===== src/rtl/core/rmdc_pkg.sv =====
// ============================================================================
// rmdc_pkg
// Shared types and constants for the reversing door motor controller.
// ============================================================================
`default_nettype none

package rmdc_pkg;

  // Default width of the elapsed tick counter
  localparam int unsigned TIMER_BITS_DEF = 20;

  // Configuration register widths and reset values
  localparam int unsigned DEAD_W         = 16;
  localparam int unsigned TIMEOUT_W      = 20;
  localparam int unsigned CFG_DATA_W     = 20;
  localparam int unsigned CFG_IDX_W      = 1;
  localparam logic [DEAD_W-1:0]    DEAD_TIME_RST = 16'd200;
  localparam logic [TIMEOUT_W-1:0] TIMEOUT_RST   = 20'd30000;

  // Configuration register indexes
  localparam logic [CFG_IDX_W-1:0] REG_DEAD_TIME   = 1'd0;
  localparam logic [CFG_IDX_W-1:0] REG_RUN_TIMEOUT = 1'd1;

  // Input word kinds
  localparam logic FUNC_TICK = 1'b0;
  localparam logic FUNC_CMD  = 1'b1;

  // Command codes (any other code acts as open)
  localparam logic [1:0] CMD_OPEN  = 2'd0;
  localparam logic [1:0] CMD_CLOSE = 2'd1;
  localparam logic [1:0] CMD_STOP  = 2'd2;

  typedef enum logic [1:0] {
    MODE_STOP  = 2'd0,
    MODE_OPEN  = 2'd1,
    MODE_CLOSE = 2'd2,
    MODE_REV   = 2'd3
  } mode_t;

  typedef enum logic [1:0] {
    DRV_BRAKE = 2'd0,
    DRV_OPEN  = 2'd1,
    DRV_CLOSE = 2'd2
  } drive_t;

  // Live configuration handed to the state machine
  typedef struct packed {
    logic [DEAD_W-1:0]    dead_time;
    logic [TIMEOUT_W-1:0] run_timeout;
  } cfg_t;

  // One result word
  typedef struct packed {
    mode_t  mode;
    drive_t drive;
  } result_t;

endpackage

`default_nettype wire


===== src/rtl/core/rmdc_in_if.sv =====
// ============================================================================
// rmdc_in_if
// Input channel: tick or command words with valid/ready handshake.
// ============================================================================
`default_nettype none

interface rmdc_in_if;
  logic       valid;
  logic       ready;
  logic       func;
  logic [1:0] command_code;

  modport source (output valid, output func, output command_code, input ready);
  modport sink   (input valid, input func, input command_code, output ready);
endinterface

`default_nettype wire


===== src/rtl/core/rmdc_out_if.sv =====
// ============================================================================
// rmdc_out_if
// Result channel: door mode and bridge drive with valid/ready handshake.
// ============================================================================
`default_nettype none

interface rmdc_out_if;
  logic       valid;
  logic       ready;
  logic [1:0] door_mode;
  logic [1:0] drive;

  modport source (output valid, output door_mode, output drive, input ready);
  modport sink   (input valid, input door_mode, input drive, output ready);
endinterface

`default_nettype wire


===== src/rtl/core/rmdc_cfg_regs.sv =====
// ============================================================================
// rmdc_cfg_regs
// Dead time and run timeout registers behind a plain write port.
// ============================================================================
`default_nettype none

module rmdc_cfg_regs (
  input  wire logic                             clk,
  input  wire logic                             rst_n,
  input  wire logic                             cfg_we,
  input  wire logic [rmdc_pkg::CFG_IDX_W-1:0]   cfg_index,
  input  wire logic [rmdc_pkg::CFG_DATA_W-1:0]  cfg_wdata,
  output rmdc_pkg::cfg_t                        cfg
);

  logic [rmdc_pkg::DEAD_W-1:0]    dead_time_r;
  logic [rmdc_pkg::TIMEOUT_W-1:0] run_timeout_r;

  // Register writes
  always_ff @(posedge clk) begin
    if (!rst_n) begin
      dead_time_r   <= rmdc_pkg::DEAD_TIME_RST;
      run_timeout_r <= rmdc_pkg::TIMEOUT_RST;
    end else if (cfg_we) begin
      case (cfg_index)
        rmdc_pkg::REG_DEAD_TIME:   dead_time_r   <= cfg_wdata[rmdc_pkg::DEAD_W-1:0];
        rmdc_pkg::REG_RUN_TIMEOUT: run_timeout_r <= cfg_wdata[rmdc_pkg::TIMEOUT_W-1:0];
        default: ;
      endcase
    end
  end

  assign cfg.dead_time   = dead_time_r;
  assign cfg.run_timeout = run_timeout_r;

endmodule

`default_nettype wire


===== src/rtl/core/rmdc_fsm.sv =====
// ============================================================================
// rmdc_fsm
// Door mode state machine with reversing dead time and run timeout.
// ============================================================================
`default_nettype none

module rmdc_fsm #(
  parameter int unsigned TIMER_BITS = rmdc_pkg::TIMER_BITS_DEF
) (
  input  wire logic        clk,
  input  wire logic        rst_n,
  input  wire logic        accept,
  input  wire logic        func,
  input  wire logic [1:0]  command_code,
  input  wire rmdc_pkg::cfg_t cfg,
  output rmdc_pkg::result_t result_nxt
);

  // Compare width covers the counter and the widest limit
  localparam int unsigned CMP_W =
    (TIMER_BITS > rmdc_pkg::TIMEOUT_W) ? TIMER_BITS : rmdc_pkg::TIMEOUT_W;

  rmdc_pkg::mode_t        mode_r, mode_nxt;
  rmdc_pkg::drive_t       drive_r, drive_nxt;
  logic                   target_close_r, target_close_nxt;
  logic [TIMER_BITS-1:0]  elapsed_r, elapsed_nxt;

  logic [TIMER_BITS-1:0]  elapsed_inc;
  logic                   close_req;
  rmdc_pkg::mode_t        want_mode;
  logic                   dead_done;
  logic                   run_done;

  // State registers
  always_ff @(posedge clk) begin
    if (!rst_n) begin
      mode_r         <= rmdc_pkg::MODE_STOP;
      drive_r        <= rmdc_pkg::DRV_BRAKE;
      target_close_r <= 1'b0;
      elapsed_r      <= '0;
    end else if (accept) begin
      mode_r         <= mode_nxt;
      drive_r        <= drive_nxt;
      target_close_r <= target_close_nxt;
      elapsed_r      <= elapsed_nxt;
    end
  end

  // Saturating tick count and limit checks
  assign elapsed_inc = (elapsed_r == {TIMER_BITS{1'b1}}) ? elapsed_r
                                                         : elapsed_r + 1'b1;
  assign dead_done   = CMP_W'(elapsed_inc) >= CMP_W'(cfg.dead_time);
  assign run_done    = CMP_W'(elapsed_inc) >= CMP_W'(cfg.run_timeout);
  assign close_req   = (command_code == rmdc_pkg::CMD_CLOSE);
  assign want_mode   = close_req ? rmdc_pkg::MODE_CLOSE : rmdc_pkg::MODE_OPEN;

  // Next state for one word
  always_comb begin
    mode_nxt         = mode_r;
    drive_nxt        = drive_r;
    target_close_nxt = target_close_r;
    elapsed_nxt      = elapsed_r;
    if (func == rmdc_pkg::FUNC_CMD) begin
      if (command_code == rmdc_pkg::CMD_STOP) begin
        mode_nxt  = rmdc_pkg::MODE_STOP;
        drive_nxt = rmdc_pkg::DRV_BRAKE;
      end else if (mode_r != want_mode) begin
        case (mode_r)
          rmdc_pkg::MODE_STOP: begin
            mode_nxt    = want_mode;
            drive_nxt   = close_req ? rmdc_pkg::DRV_CLOSE : rmdc_pkg::DRV_OPEN;
            elapsed_nxt = '0;
          end
          rmdc_pkg::MODE_REV: begin
            // new target restarts the dead time
            if (close_req != target_close_r) begin
              target_close_nxt = close_req;
              elapsed_nxt      = '0;
            end
          end
          default: begin
            // moving the other way: brake first
            mode_nxt         = rmdc_pkg::MODE_REV;
            drive_nxt        = rmdc_pkg::DRV_BRAKE;
            target_close_nxt = close_req;
            elapsed_nxt      = '0;
          end
        endcase
      end
    end else begin
      elapsed_nxt = elapsed_inc;
      case (mode_r)
        rmdc_pkg::MODE_REV: begin
          if (dead_done) begin
            mode_nxt    = target_close_r ? rmdc_pkg::MODE_CLOSE : rmdc_pkg::MODE_OPEN;
            drive_nxt   = target_close_r ? rmdc_pkg::DRV_CLOSE : rmdc_pkg::DRV_OPEN;
            elapsed_nxt = '0;
          end
        end
        rmdc_pkg::MODE_OPEN, rmdc_pkg::MODE_CLOSE: begin
          if (run_done) begin
            mode_nxt  = rmdc_pkg::MODE_STOP;
            drive_nxt = rmdc_pkg::DRV_BRAKE;
          end
        end
        default: ;
      endcase
    end
  end

  assign result_nxt.mode  = mode_nxt;
  assign result_nxt.drive = drive_nxt;

endmodule

`default_nettype wire


===== src/rtl/core/rmdc_out_stage.sv =====
// ============================================================================
// rmdc_out_stage
// Result register; frees the input side whenever it is empty or drained.
// ============================================================================
`default_nettype none

module rmdc_out_stage (
  input  wire logic          clk,
  input  wire logic          rst_n,
  input  wire logic          load,
  input  wire rmdc_pkg::result_t result_nxt,
  input  wire logic          out_ready,
  output logic               out_valid,
  output logic               can_load,
  output rmdc_pkg::result_t  result
);

  logic              valid_r;
  rmdc_pkg::result_t result_r;

  // Valid flag
  always_ff @(posedge clk) begin
    if (!rst_n) begin
      valid_r <= 1'b0;
    end else if (load) begin
      valid_r <= 1'b1;
    end else if (out_ready) begin
      valid_r <= 1'b0;
    end
  end

  // Payload
  always_ff @(posedge clk) begin
    if (load) begin
      result_r <= result_nxt;
    end
  end

  assign out_valid = valid_r;
  assign can_load  = !valid_r || out_ready;
  assign result    = result_r;

endmodule

`default_nettype wire


===== src/rtl/core/reversing_motor_door_controller_top.sv =====
// ============================================================================
// reversing_motor_door_controller_top
// Door motor H-bridge controller with reversing dead time and run timeout.
// ============================================================================
//  channel  | dir | handshake         | word
//  ---------+-----+-------------------+-------------------------------
//  in_ch    | in  | valid/ready       | func, command_code
//  out_ch   | out | valid/ready       | door_mode, drive
//  cfg_*    | in  | cfg_we, no ready  | cfg_index, cfg_wdata (20 bits)
//
//  One word per cycle unless out_ch stalls; its result appears in the output
//  register in the cycle after acceptance. State update and result load happen
//  in the accepting cycle, so throughput is set only by the output register.
//  in_ch.ready is high when the output register is empty or being drained.
//  Synchronous active-low reset; no clearing pass is needed.
// ============================================================================
`default_nettype none

module reversing_motor_door_controller_top #(
  parameter int unsigned TIMER_BITS = rmdc_pkg::TIMER_BITS_DEF
) (
  input  wire logic                             clk,
  input  wire logic                             rst_n,
  rmdc_in_if.sink                               in_ch,
  rmdc_out_if.source                            out_ch,
  input  wire logic                             cfg_we,
  input  wire logic [rmdc_pkg::CFG_IDX_W-1:0]   cfg_index,
  input  wire logic [rmdc_pkg::CFG_DATA_W-1:0]  cfg_wdata
);

  rmdc_pkg::cfg_t    cfg;
  rmdc_pkg::result_t result_nxt;
  rmdc_pkg::result_t result;
  logic              can_load;
  logic              accept;

  assign accept      = in_ch.valid && can_load;
  assign in_ch.ready = can_load;

  rmdc_cfg_regs u_cfg (
    .clk       (clk),
    .rst_n     (rst_n),
    .cfg_we    (cfg_we),
    .cfg_index (cfg_index),
    .cfg_wdata (cfg_wdata),
    .cfg       (cfg)
  );

  rmdc_fsm #(
    .TIMER_BITS (TIMER_BITS)
  ) u_fsm (
    .clk          (clk),
    .rst_n        (rst_n),
    .accept       (accept),
    .func         (in_ch.func),
    .command_code (in_ch.command_code),
    .cfg          (cfg),
    .result_nxt   (result_nxt)
  );

  rmdc_out_stage u_out (
    .clk        (clk),
    .rst_n      (rst_n),
    .load       (accept),
    .result_nxt (result_nxt),
    .out_ready  (out_ch.ready),
    .out_valid  (out_ch.valid),
    .can_load   (can_load),
    .result     (result)
  );

  assign out_ch.door_mode = result.mode;
  assign out_ch.drive     = result.drive;

endmodule

`default_nettype wire


===== src/flat_wrapper.sv =====
// flat-port wrapper written by rule: the top's interface ports become plain ports
module reversing_motor_door_controller_top_flat 
#(
  parameter int unsigned TIMER_BITS = rmdc_pkg::TIMER_BITS_DEF
)
  (clk, rst_n, cfg_we, cfg_index, cfg_wdata, in_ch_valid, in_ch_func, in_ch_command_code, in_ch_ready, out_ch_valid, out_ch_door_mode, out_ch_drive, out_ch_ready);
  rmdc_in_if in_ch_i ();
  rmdc_out_if out_ch_i ();
  input  wire logic clk;
  input  wire logic rst_n;
  input  wire logic cfg_we;
  input  wire logic [rmdc_pkg::CFG_IDX_W-1:0] cfg_index;
  input  wire logic [rmdc_pkg::CFG_DATA_W-1:0] cfg_wdata;
  input wire logic [$bits(in_ch_i.valid)-1:0] in_ch_valid;
  input wire logic [$bits(in_ch_i.func)-1:0] in_ch_func;
  input wire logic [$bits(in_ch_i.command_code)-1:0] in_ch_command_code;
  output wire logic [$bits(in_ch_i.ready)-1:0] in_ch_ready;
  output wire logic [$bits(out_ch_i.valid)-1:0] out_ch_valid;
  output wire logic [$bits(out_ch_i.door_mode)-1:0] out_ch_door_mode;
  output wire logic [$bits(out_ch_i.drive)-1:0] out_ch_drive;
  input wire logic [$bits(out_ch_i.ready)-1:0] out_ch_ready;
  assign in_ch_i.valid = in_ch_valid;
  assign in_ch_i.func = in_ch_func;
  assign in_ch_i.command_code = in_ch_command_code;
  assign in_ch_ready = in_ch_i.ready;
  assign out_ch_valid = out_ch_i.valid;
  assign out_ch_door_mode = out_ch_i.door_mode;
  assign out_ch_drive = out_ch_i.drive;
  assign out_ch_i.ready = out_ch_ready;
  reversing_motor_door_controller_top #(.TIMER_BITS(TIMER_BITS)) u_core (.clk(clk), .rst_n(rst_n), .in_ch(in_ch_i), .out_ch(out_ch_i), .cfg_we(cfg_we), .cfg_index(cfg_index), .cfg_wdata(cfg_wdata));
endmodule

===== config.mk =====
export PLATFORM = sky130hd
export DESIGN_NAME = reversing_motor_door_controller_top_flat
export DESIGN_NICKNAME = d
export VERILOG_FILES = /design/src/rtl/core/rmdc_pkg.sv /design/src/rtl/core/rmdc_in_if.sv /design/src/rtl/core/rmdc_out_if.sv /design/src/rtl/core/rmdc_cfg_regs.sv /design/src/rtl/core/rmdc_fsm.sv /design/src/rtl/core/rmdc_out_stage.sv /design/src/rtl/core/reversing_motor_door_controller_top.sv /design/src/flat_wrapper.sv
export SDC_FILE = /design/constraint.sdc
export NUM_CORES = 1
export LEC_CHECK = 0
export BUFFER_PORTS_ARGS = -buffer_cell sky130_fd_sc_hd__buf_4
export CORE_MARGIN = 3
export CORE_UTILIZATION = 50
export CTS_CLUSTER_DIAMETER = 80
export DETAILED_ROUTE_END_ITERATION = 6
export GPL_ROUTABILITY_DRIVEN = 0
export PLACE_DENSITY = 0.68
export SYNTH_ARGS = -nofsm -noshare
export SYNTH_HDL_FRONTEND = slang
export SYNTH_HIERARCHICAL = 1
export SYNTH_SLANG_ARGS = --single-unit

===== constraint.sdc =====
create_clock -name clk -period 10.17 [get_ports clk]
set_input_delay 1.017 -clock clk [delete_from_list [all_inputs] [get_ports clk]]
set_output_delay 1.017 -clock clk [all_outputs]
set_load 0.005 [all_outputs]

== After elaboration in Yosys (flattened, before gate mapping) ==
Index checks and enable logic that the tools add are counted.
Word-level totals
  bits of input ports: 29
  word-level logic and storage cells: 65
  flip-flop bits (word level): 66
  output and inout bits: 6
Cells by class
  magnitude comparators: 2
  eq/ne operators: 12
  bitwise logic cells: 3
  multiplexer cells: 28
  add/subtract/negate cells: 1
  reductions and logical operators: 10
Operators by type and width (count)
  20-bit 2-to-1 mux: 8
  2-bit 2-to-1 mux: 12
  20-bit by 1-bit adder with 20-bit output, second input constant: 1
  20-bit == test, second input constant: 1
  20-bit by 16-bit greater-or-equal comparator with 1-bit output: 1
  20-bit greater-or-equal comparator: 1
  2-bit case mux with 2 select lines: 4
  2-bit == test, second input constant: 3
  6-bit AND reduction: 1
  2-bit by 1-bit == test with 1-bit output, second input constant: 2
  2-bit != test, second input constant: 2
  2-bit AND reduction: 2
  4-bit AND reduction: 1
  1-bit 2-to-1 mux: 3
  3-bit != test, second input constant: 1
  1-bit inverter: 3
  2-bit logical NOT: 1
  2-bit by 1-bit != test with 1-bit output, second input constant: 1
  2-bit != test: 1
  1-bit case mux with 2 select lines: 1
  2-bit nonzero test: 1
  2-bit OR reduction: 1
  1-bit logical AND: 1
  1-bit logical NOT: 1
  other kinds (2): 2

== Depth between registers and ports, before layout ==
  depth after elaboration: 7
  gate-level depth with buffers: 19
  depth with buffers taken out: 16

== By module ==
The synthesis kept the hierarchy.
By module, submodules not included
  rmdc_fsm: times used 1, seq. area each 500.5 sq um, area each 2705.1 sq um, cells each 357
  rmdc_cfg_regs: times used 1, seq. area each 720.7 sq um, area each 1422.6 sq um, cells each 154
  rmdc_out_stage: times used 1, seq. area each 140.1 sq um, area each 168.9 sq um, cells each 8
  reversing_motor_door_controller_top: times used 1, seq. area each 0.0 sq um, area each 6.3 sq um, cells each 1

== Worst setup path after synthesis ==
OpenSTA, ideal clock, no wires.
  kind: register -> register
  start point: reg u_core.u_fsm.elapsed_r[2]
  end point: reg u_core.u_out.result_r (netlist bit u_core/u_out/result[2]), data pin
  arrival: 3.458 ns
  slack: 6.517 ns
  buffers on the path: 1
  setup time: 0.195 ns
  required time: 9.975 ns
  clock period less this slack: 3.653 ns
  cell stages (with the launch flop): 18
  path through: dfxtp_1 > and4_1 > nand4_1 > or3_1 > and3_1 > clkbuf_1 > nand2_1 > or3_1 > xnor2_1 > ha_1 > nand2_1 > o21ai_0 > a2111oi_0 > o41ai_1 > a211o_1 > o41ai_1 > nor2_1 > o311ai_0
RTL lines
  start, declared: line rmdc_fsm.sv:26  | logic [TIMER_BITS-1:0] elapsed_r, elapsed_nxt;
  start signal, assigned: line rmdc_fsm.sv:45  | elapsed_r <= elapsed_nxt;
  end signal, assigned: line rmdc_out_stage.sv:35  | result_r <= result_nxt;
  end, declared: line rmdc_out_stage.sv:19  | rmdc_pkg::result_t result_r;

==> impl_results.md <==
* Outcome: completed
* CP endpoint kind: flop
* Clk buf depth at 2
* WL/cell at 15.21 um
* Initial core utilization at 0.5185
* Grt total ovfl at 0
* Pwr Density at 136.5 mW/mm^2
* Final setup vio count at 0
* Drt total wl at slightly below 10 mm
* DR iter-0 viols at 197
* CP Data Arrival Time at 4480 ps
* Clk Latency, worst-skew pair at 340 ps
* Area of the multi-input gates at 0.002574 mm^2
* Root buffer cell: clkbuf_8
* Rel. slew slack at 0.3710
* Area growth syn-to-layout at 10.50%
* Inserted Diodes at 0
* Slew Viols, Final at 0
* Register area share after synthesis at 0.3164
* Global Route Usage Sum at 0.2140
* Cts hold-fix bufs at 0
* Hold Crit Class: flop to flop
* Die width at ~99 um
* Post-CTS resize count at 0
* Number of buffers created by CTS at 9
* Unique masters post-synth at 59
* Worst-path clk slew at 70 ps
* Share of cells above drive strength 1 at 0.1190
* Slowest cell on the critical path: or2_2
* Slowest stage delay, CP at 400 ps
* Syn Nets at 589
* RSZ-0062 raised after global routing: false
* Worst Path Buf+Inv at 0
* Met1 Usage GRT at 0.3270
* Peak VDD IR at between 0.09 and 0.1 mV
* Number of port buffers at 34
* Critical path startpoint category: flop
* Post-Place Setup Slack at 5875 ps
* CTS tree: yes
* Post-layout util at 0.5729
* Crit Path Class: flop to flop
* H-tree depth at 3
* CTS Sinks at 66
* Antenna Violating Nets Remaining at 0
* Fmax at 229.6 MHz
* Top cell type's share of synthesized area at 0.2885
* First-pass GRT wire length at 17.13 mm
* Crit path required time at 10300 ps
* Met3 Track Usage GR at 0.04812
* Initial antenna violation count at 0
* Mapped Avg Cell Area at 8.275 um^2
* Reg area at about 0.0014 mm^2
* Tmin final at 4355 ps
* Synth Register Bits at 66
* Mapped Cells at 520
* Hold Fails Final Rpt at 0
* Largest net degree at the start of global routing at 64
* Num rows at 33
* Minimum hold slack at 458.7 ps
* Warnings, synthesis at 6
* FFs w/ async S/R, synth at 0
* GR Layer Usage met2 at 0.3006
* Worst-path cell chain: ha_1 -> nand3_1 -> or3_1 -> nand4b_1 -> or2_2 -> xnor2_1 -> ha_1 -> a21oi_1 -> o21ai_0 -> a2111oi_0 -> o41ai_1 -> a211o_1 -> o41ai_1 -> nor2_1 -> o311ai_0
* Routed via count at 3677
* Final #Nets at 610
* Die span in y at between 90 and 100 um
* # DRC at 0
* Post-DP HPWL at around 7.2 mm
* Core area at 0.008299 mm^2
* CP top delay family: compound AO/OA/AOI/OAI gates
* Io pins at 35
* Critical Path Fanout Max at 12
* Fin crit share at 0.4282
* Ys flop type: dfxtp_1
* Die area at 0.009755 mm^2
* Pleak at 2.040 nW
* Vias/cell at roughly 5.6
* Area contributors post-synth: dfxtp_1 (29%), ha_1 (12%), nand2_1 (6.2%), inv_1 (4.7%), mux2i_1 (4.7%)
* Setup TNS at 0 ps
* Vias in the first global route at 3502
* Post-synth EDFFs at 4
* Gr busiest metal: met1
* Mapped Area at 0.004303 mm^2
* Skew final at 10.41 ps
* Post-route setup slack at 5815 ps
* Setup Buffers After CTS at 0
* Worst-Margin Slew at 943.5 ps
* Max Cap Viol at 0
* Synth area leader: dfxtp_1
* DRT Pass-1 Iters at 5
* FILL cells at 758
[report_power, final]
group          switching [W]  leakage, nW  internal, W
clock              0.0000987        0.109     0.000144
sequential         0.0000122        0.546     0.000276
combinational      0.0000674         1.38    0.0000509
total               0.000178         2.04     0.000471
[metrics by stage]
stage	power, W	cell area, um^2	cells
after floorplan	0.0003745	4303	520
after global placement	0.0004057	4536	635
after detailed placement	0.0004095	4536	635
after CTS	0.0006530	4755	651
after global routing	0.0006839	4755	651
final	0.0006490	4755	651
[registers in the layout, summed over array words and instances, names as in the netlist]
register / count
u_core/u_cfg/run_timeout_r: 20
u_core/u_fsm/elapsed_r: 20
u_core/u_cfg/dead_time_r: 16
u_core/u_out/result: 4
u_core/u_fsm/drive_r: 2
u_core/u_fsm/mode_r: 2
u_core/u_fsm/target_close_r: 1
u_core/u_out/out_valid: 1
[area by class of cell]
cell class,instances,area share
well taps,105,0.02763
clock inverters,5,0.01632
clock buffers,11,0.02974
inverters,55,0.04342
multi-input cells,374,0.5413
flip-flops and latches,66,0.2863
repair buffers,35,0.05526
[final timing paths]
| kind | cells past startpoint | from | to | slack, ps |
|---|---|---|---|---|
| min reg2reg | 2 | u_core/u_cfg/run_timeout_r[1] | u_core/u_cfg/run_timeout_r[1] | 460 |
| min | 2 | u_core/u_cfg/run_timeout_r[1] | u_core/u_cfg/run_timeout_r[1] | 460 |
| max | 15 | u_core/u_fsm/elapsed_r[0] | u_core/u_out/result[2] | 5810 |
| max reg2reg | 15 | u_core/u_fsm/elapsed_r[0] | u_core/u_out/result[2] | 5810 |
[cells in the mapped netlist (3+ instances only)]
cell,number
nand2_1,71
ha_1,40
xnor2_1,12
xor2_1,4
and3_1,3
nand3_1,16
nor3_1,7
inv_1,54
nand4_1,15
buf_6,5
buf_2,6
a22o_1,12
edfxtp_1,4
clkbuf_1,10
and4_1,5
buf_4,3
a21o_1,3
nand3b_1,6
a31oi_1,11
o21ai_0,29
mux2i_1,20
dfxtp_1,62
a21oi_1,28
o211ai_1,11
o41ai_1,3
a211oi_1,4
nor2_1,25
nand2b_1,6
or3_1,4
mux2_2,4
nor2b_1,4
[cells in the final DEF (no fill, tap or decap), drive strengths merged, types with 6 or more instances in the layout]
cell type,instances
o21ai,29
nand2,71
a22o,12
buf,35
nor3,8
a31oi,12
nand4,15
nand3,16
xnor2,12
nor2,26
dfxtp,62
ha,40
clkbuf,11
mux2i,20
a21oi,28
nand2b,7
nand3b,6
o211ai,11
inv,54
[metal layers]
layer / vias to the layer above / part of all wire / routed length [um]
met5: - / 0 / 0
met4: 0 / 0.013 / 133
met3: 11 / 0.049 / 488
met2: 96 / 0.42 / 4126
met1: 1690 / 0.52 / 5151
li1: 1880 / - / -
[worst reg2reg max path, stage by stage (launching register included)]
cell	delay, ps
dfxtp_1	370
ha_1	310
nand3_1	150
or3_1	360
nand4b_1	340
or2_2	400
xnor2_1	220
ha_1	300
a21oi_1	140
o21ai_0	120
a2111oi_0	380
o41ai_1	170
a211o_1	350
o41ai_1	100
nor2_1	110
o311ai_0	320
[cell families (layout without fill, tap and decap cells)]
family / count (synthesis) / in the layout / synth area share
fa+ha+maj: 40 / 40 / 0.1163
mux: 24 / 24 / 0.05699
compound gates: 121 / 121 / 0.1908
xor+xnor: 16 / 16 / 0.03257
flops: 66 / 66 / 0.3164
simple gates: 173 / 173 / 0.2015
buf+inv: 80 / 106 / 0.08549
Power figures use the tool's default switching activity.
